==> src/hw/rtl/olisr_pkg.sv <==
// ----------------------------------------------------------------------------
// olisr_pkg: shared types and constants of the ordered list
// Sizes, operation and status codes, cell command and control state types.
// ----------------------------------------------------------------------------
package olisr_pkg;

    localparam int CAPACITY = 64;
    localparam int IDX_W    = $clog2(CAPACITY);
    localparam int CNT_W    = $clog2(CAPACITY + 1);
    localparam int VAL_W    = 32;
    localparam int FUNC_W   = 2;
    localparam int STAT_W   = 2;

    // request operation codes
    localparam logic [FUNC_W-1:0] OP_APPEND = 2'd0;
    localparam logic [FUNC_W-1:0] OP_INSERT = 2'd1;
    localparam logic [FUNC_W-1:0] OP_SEARCH = 2'd2;
    localparam logic [FUNC_W-1:0] OP_REMOVE = 2'd3;

    // result status codes
    localparam logic [STAT_W-1:0] STAT_OK      = 2'd0;
    localparam logic [STAT_W-1:0] STAT_BAD_POS = 2'd1;
    localparam logic [STAT_W-1:0] STAT_FULL    = 2'd2;
    localparam logic [STAT_W-1:0] STAT_MISSING = 2'd3;

    typedef enum logic [1:0] {
        CELL_HOLD,
        CELL_WRITE,
        CELL_INSERT,
        CELL_REMOVE
    } cell_op_t;

    // command broadcast to every cell of the chain
    typedef struct packed {
        cell_op_t                 op;
        logic [IDX_W-1:0]         idx;
        logic signed [VAL_W-1:0]  val;
    } cell_cmd_t;

    typedef enum logic {
        ST_IDLE,
        ST_EXEC
    } ctrl_state_t;

    // Index of the lowest set bit, found by halving the window each step.
    function automatic logic [IDX_W-1:0] find_first(input logic [CAPACITY-1:0] v);
        logic [CAPACITY-1:0] w;
        logic [CAPACITY-1:0] lo_mask;
        logic [IDX_W-1:0]    idx;
        w   = v;
        idx = '0;
        for (int b = IDX_W - 1; b >= 0; b--) begin
            lo_mask = {CAPACITY{1'b1}} >> (CAPACITY - (1 << b));
            if ((w & lo_mask) == '0) begin
                idx[b] = 1'b1;
                w      = w >> (1 << b);
            end
        end
        return idx;
    endfunction

endpackage

==> src/hw/rtl/olisr_cell.sv <==
// ----------------------------------------------------------------------------
// olisr_cell: one storage cell of the list chain
// Holds one entry, compares it with the broadcast value, and takes data
// from the left or right neighbor on insert or remove.
// ----------------------------------------------------------------------------
module olisr_cell (
    input  logic                                aclk,
    input  logic [olisr_pkg::IDX_W-1:0]         my_index,
    input  logic signed [olisr_pkg::VAL_W-1:0]  left_entry,
    input  logic signed [olisr_pkg::VAL_W-1:0]  right_entry,
    input  logic signed [olisr_pkg::VAL_W-1:0]  cmp_val,
    input  olisr_pkg::cell_cmd_t                cmd,
    output logic signed [olisr_pkg::VAL_W-1:0]  entry,
    output logic                                match
);

    logic signed [olisr_pkg::VAL_W-1:0] entry_reg;
    logic signed [olisr_pkg::VAL_W-1:0] entry_next;
    logic                               match_reg;

    always_comb begin
        entry_next = entry_reg;
        case (cmd.op)
            olisr_pkg::CELL_WRITE: begin
                if (my_index == cmd.idx) begin
                    entry_next = cmd.val;
                end
            end
            olisr_pkg::CELL_INSERT: begin
                if (my_index == cmd.idx) begin
                    entry_next = cmd.val;
                end else if (my_index > cmd.idx) begin
                    entry_next = left_entry;
                end
            end
            olisr_pkg::CELL_REMOVE: begin
                if (my_index >= cmd.idx) begin
                    entry_next = right_entry;
                end
            end
            default: begin
                entry_next = entry_reg;
            end
        endcase
    end

    always_ff @(posedge aclk) begin
        entry_reg <= entry_next;
        match_reg <= (entry_reg == cmp_val);
    end

    assign entry = entry_reg;
    assign match = match_reg;

endmodule

==> config.mk <==
export PLATFORM = sky130hd
export DESIGN_NAME = olisr_cell
export DESIGN_NICKNAME = d
export VERILOG_FILES = /design/src/hw/rtl/olisr_pkg.sv /design/src/hw/rtl/olisr_cell.sv
export SDC_FILE = /design/constraint.sdc
export NUM_CORES = 1
export LEC_CHECK = 0
export BUFFER_PORTS_ARGS = -buffer_cell sky130_fd_sc_hd__buf_2
export CAP_MARGIN = 20
export CORE_UTILIZATION = 30
export DETAILED_ROUTE_END_ITERATION = 8
export PLACE_DENSITY = 0.75
export RECOVER_POWER = 25
export SYNTH_ARGS = -nofsm -noshare
export SYNTH_HDL_FRONTEND = slang
export SYNTH_SLANG_ARGS = --single-unit
==> constraint.sdc <==
create_clock -name aclk -period 2.5 [get_ports aclk]
set_clock_uncertainty 0.1 [all_clocks]
set_input_delay 0.125 -clock aclk [delete_from_list [all_inputs] [get_ports aclk]]
set_output_delay 0.125 -clock aclk [all_outputs]
set_load 0.1 [all_outputs]
== Yosys cells after proc, flatten, opt, wreduce, memory -nomap -nowiden ==
Index checks and enable logic that the tools add are counted.
Storage, ports and cells
  output and inout port bits: 33
  register bits: 33
  logic and storage cells: 19
Operators by class
  order comparisons: 2
  reductions and logical operators: 2
  muxes and demuxes: 5
  eq/ne operators: 8
Operator list (count)
  32-bit two-way mux: 4
  32-bit one-hot mux with 3 select lines: 1
  32-bit == test: 1
  6-bit == test: 1
  6-bit greater-or-equal comparator: 1
  6-bit > comparator: 1
  2-bit == test (second input constant): 2
  2-bit inequality test (second input constant): 2
  4-bit AND reduction: 1
  3-bit inequality test (second input constant): 1
  3-bit nonzero test: 1
  2-bit by 1-bit == test with 1-bit output (second input constant): 1

== Depth between registers and ports, before layout ==
  word-level depth: 4
  mapped depth: 8
  gate-level depth less buffers: 6

== Worst setup path after synthesis ==
OpenSTA, ideal clock, no wires.
  kind: in2reg
  start point: in cmd[33] (netlist bit)
  end point: reg entry_reg, in the netlist entry[0] (enable)
  data arrival time: 1.991 ns
  stages on the path: 8
  setup slack: 0.018 ns
  path buffers: 2
  cells stage by stage: inv_1 -> ha_1 -> nand2_2 -> or3_4 -> buf_6 -> buf_8 -> nand2_1 -> o22a_1
Between the ends
  cells in the longest elaborated chain, start to end: 3
Ends and longest elaborated chain
  from (decl): RTL line olisr_cell.sv:12  | input olisr_pkg::cell_cmd_t cmd,
  6-bit > comparator (tied with other cells): RTL line olisr_cell.sv:32  | end else if (my_index > cmd.idx) begin
  3-bit inequality test (no line) / 2-bit inequality test (equally long branches)
  4-bit AND reduction (no line) *
  to (signal assigned): RTL line olisr_cell.sv:48  | entry_reg <= entry_next;
  to (decl): RTL line olisr_cell.sv:17  | logic signed [olisr_pkg::VAL_W-1:0] entry_reg;
Every way passes the cells marked *; elsewhere a longest branch is shown, timed or not.
A chain may end at the register's enable or synchronous reset.

== Final worst setup path ==
  start point: in my_index[0] (netlist bit)
  end point: reg entry_reg, in the netlist entry[18], data pin
Between the ends
  cells in the longest elaborated chain, start to end: 3
Ends and longest elaborated chain
  from (decl): RTL line olisr_cell.sv:8  | input logic [olisr_pkg::IDX_W-1:0] my_index,
  6-bit == test: RTL line olisr_cell.sv:30  | if (my_index == cmd.idx) begin
  32-bit two-way mux: RTL line olisr_cell.sv:30
  32-bit one-hot mux with 3 select lines: RTL line olisr_cell.sv:23  | case (cmd.op)
  named net entry_next, one bit: RTL line olisr_cell.sv:18  | logic signed [olisr_pkg::VAL_W-1:0] entry_next;
The timed path passes the listed nets, and every way through them passes these cells.

==> impl_metrics.yaml <==
timing:
  fin_crit_sh: 0.726
  hold_viol: 0
  max_freq_mhz: 551
  hold_ws_ps: 97.9
  rsz0062_at_grt: "false"
  drv_slew: 0
  max_slew.worst_pin.slew_ps: 1180
  slew_headroom: 0.216
  finalSetupViolCount: 0
  fin_setup_tns_ps: 0
  min_period_ps: 1810
power_and_ir_drop:
  intPower_mw: 1.24
  power.density_mw_per_mm2: 620
  p_sw_mw: 0.891
  ir_worst_vdd_v: 0.000176
  switching_share: 0.419
  power.total_mw: 2.13
  combPwrFrac: 0.413
  p_clk_frac: 0.239
  power.leakage_nw: 1.49
  pwr-share-seq: 0.348
clocking:
  cts_resized: 0
  cts_buffers: 5
  clk_pin_slew_ps: 70
  cts_setup_buffers: 0
  cts_buffer_depth: 2
  cts_hold_buf: 0
  cts_num_sinks: 33
  h-tree-depth: 2
  clock_latency_ps: 280
  root_buffer: "clkbuf_8"
  cts_tree: "built"
synthesis:
  synth_cells: 216
  synth_area_mm2: 0.00240
  avgSynthCellArea_um2: 11.1
  synth_cell_type_count: 22
  ys_ff_latch: 33
  netlist_top_cells_area: "edfxtp_1, o22ai_2, xor2_1, o22ai_1, a21oi_1"
  syn_nets: 365
  yosys.area.top_type: "edfxtp_1"
  yosys_warnings: 0
  ys_seq_area_frac: 0.409
  yosysTopAreaCellShare: 0.401
cells_and_area:
  drive_gt1_frac: 0.513
  largest_register_ffs: 32
  finish.utilization: 0.444
  antennaDiodeCount: 0
  num-fill-cells: 775
  final_nets: 538
  final_area_mm2: 0.00343
  area_delta_synth_final_pct: 43.2
flow_run:
  cap_viol_max_count: 0
run_status:
  outcome: "completed"
critical_path:
  crit_path_start_kind: "primary input"
  cp_max_fo: 19
  crit_type: "primary input to register"
  crit_required_ps: 2400
  crit_arrival_ps: 1710
  end_kind: "register"
routing:
  antenna_left: 0
  routed_wirelength_mm: 7.93
  drc: 0
  first_iter_violations: 64
  via_count: 2465
  via_per_inst: 5.01
  detail_route.wl_per_cell_um: 16.1
  first_pass_iters: 6
placement:
  placed_area_mm2: 0.00335
  portBuffers: 175
  routabilityCongestion: 0.757
  dp_hpwl_mm: 6.33
floorplan:
  io_pins: 176
  fp.dieArea_mm2: 0.00835
  core.rowCount: 32
  core-area_mm2: 0.00773
  chipHeight_um: 91.4
  start_util: 0.310
  die_x_um: 91.4
grt:
  grt_antenna_before_repair: 0
  grt_use_total: 0.187
  grt-ovfl-total: 0
  first_global_vias: 2558
  grt_start_max_net_pins: 33
  grt_pass1_wl_mm: 12.1
worst_hold_path:
  hold_class: "primary input to register"
## stage by stage
step           worst slack [ps]  instances
4_1_cts                     683        492
2_1_floorplan              17.7        216
3_3_place_gp                443        484
3_5_place_dp                383        484
5_1_grt                     621        492
6_report                    686        492
## placed cells by master, fill, tap and decap left out, types with 2 or more instances in the layout
| cell | count |
|---|---|
| xor2_1 | 32 |
| ha_1 | 6 |
| nand2_2 | 2 |
| nand4_1 | 2 |
| o22ai_2 | 29 |
| clkbuf_8 | 6 |
| nand2_1 | 3 |
| a21oi_1 | 35 |
| edfxtp_1 | 32 |
| o22ai_1 | 35 |
| nor4_1 | 8 |
| clkbuf_1 | 25 |
| buf_4 | 7 |
| nor2_1 | 2 |
| buf_2 | 151 |
| inv_1 | 7 |
## worst max-delay path, cell delays in order
cell and delay [ps]:
buf_2 80, inv_1 30, ha_1 280, nand2_2 80
or3_4 540, buf_4 290, o22ai_1 170, a21oi_1 100
## metal layers
metal,vias to the layer above,global-route usage,wire [µm]
met2,117,0.360,4150
met1,1138,0.208,3260
li1,1202,-,-
met4,0,0.0437,67
met5,-,0,0
met3,8,0.0360,456
## final cells by class
| cell class | count | area [µm²] | area share |
|---|---|---|---|
| Clock buffer | 7 | 86.3 | 0.0252 |
| Tap cell | 102 | 128 | 0.0372 |
| Clock inverter | 1 | 30.0 | 0.00875 |
| Sequential cell | 33 | 981 | 0.286 |
| Inverter | 7 | 26.3 | 0.00766 |
| Timing Repair Buffer | 183 | 918 | 0.268 |
| Multi-Input combinational cell | 159 | 1260 | 0.368 |
## cells by family (layout without fill, tap and decap cells)
family                   Yosys count  count (layout)  share of synthesized area
AO/OA/AOI/OAI                    102             102                      0.331
XOR/XNOR                          32              32                      0.117
adder cells (fa/ha/maj)            6               6                     0.0313
buffers and inverters             24             198                     0.0647
flip-flops                        33              33                      0.409
AND/OR/NAND/NOR                   19              19                     0.0465
## final timing paths
check / cells after the start / slack, ps / to / from
max: 8 / 690 / entry[18] / my_index[0]
min: 3 / 100 / entry[4] / right_entry[4]
max reg2reg: 4 / 840 / match / entry[25]
min reg2reg: 4 / 620 / match / entry[2]
## synthesized netlist by cell type
library cell	number
inv_1	7
clkbuf_1	9
dfxtp_1	1
buf_2	1
edfxtp_1	32
nand4_1	2
or3_4	1
nor2b_1	1
nand2_2	2
nor2_1	2
o22a_1	1
nor4_1	8
o21bai_1	1
buf_8	3
buf_6	4
a21oi_1	35
nand2_1	3
o31ai_4	1
ha_1	6
o22ai_1	35
xor2_1	32
o22ai_2	29
## power groups by stage
| stage | Clock [mW] | Sequential, mW | Combinational [mW] |
|---|---|---|---|
| floorplan | 0 | 1.17 | 0.217 |
| global placement | 0 | 0.750 | 0.881 |
| detailed placement | 0 | 0.751 | 0.893 |
| CTS | 0.522 | 0.739 | 0.895 |
| global route | 0.546 | 0.746 | 0.924 |
| finish | 0.509 | 0.740 | 0.878 |
Note: power is estimated with default switching activity, not from simulation.
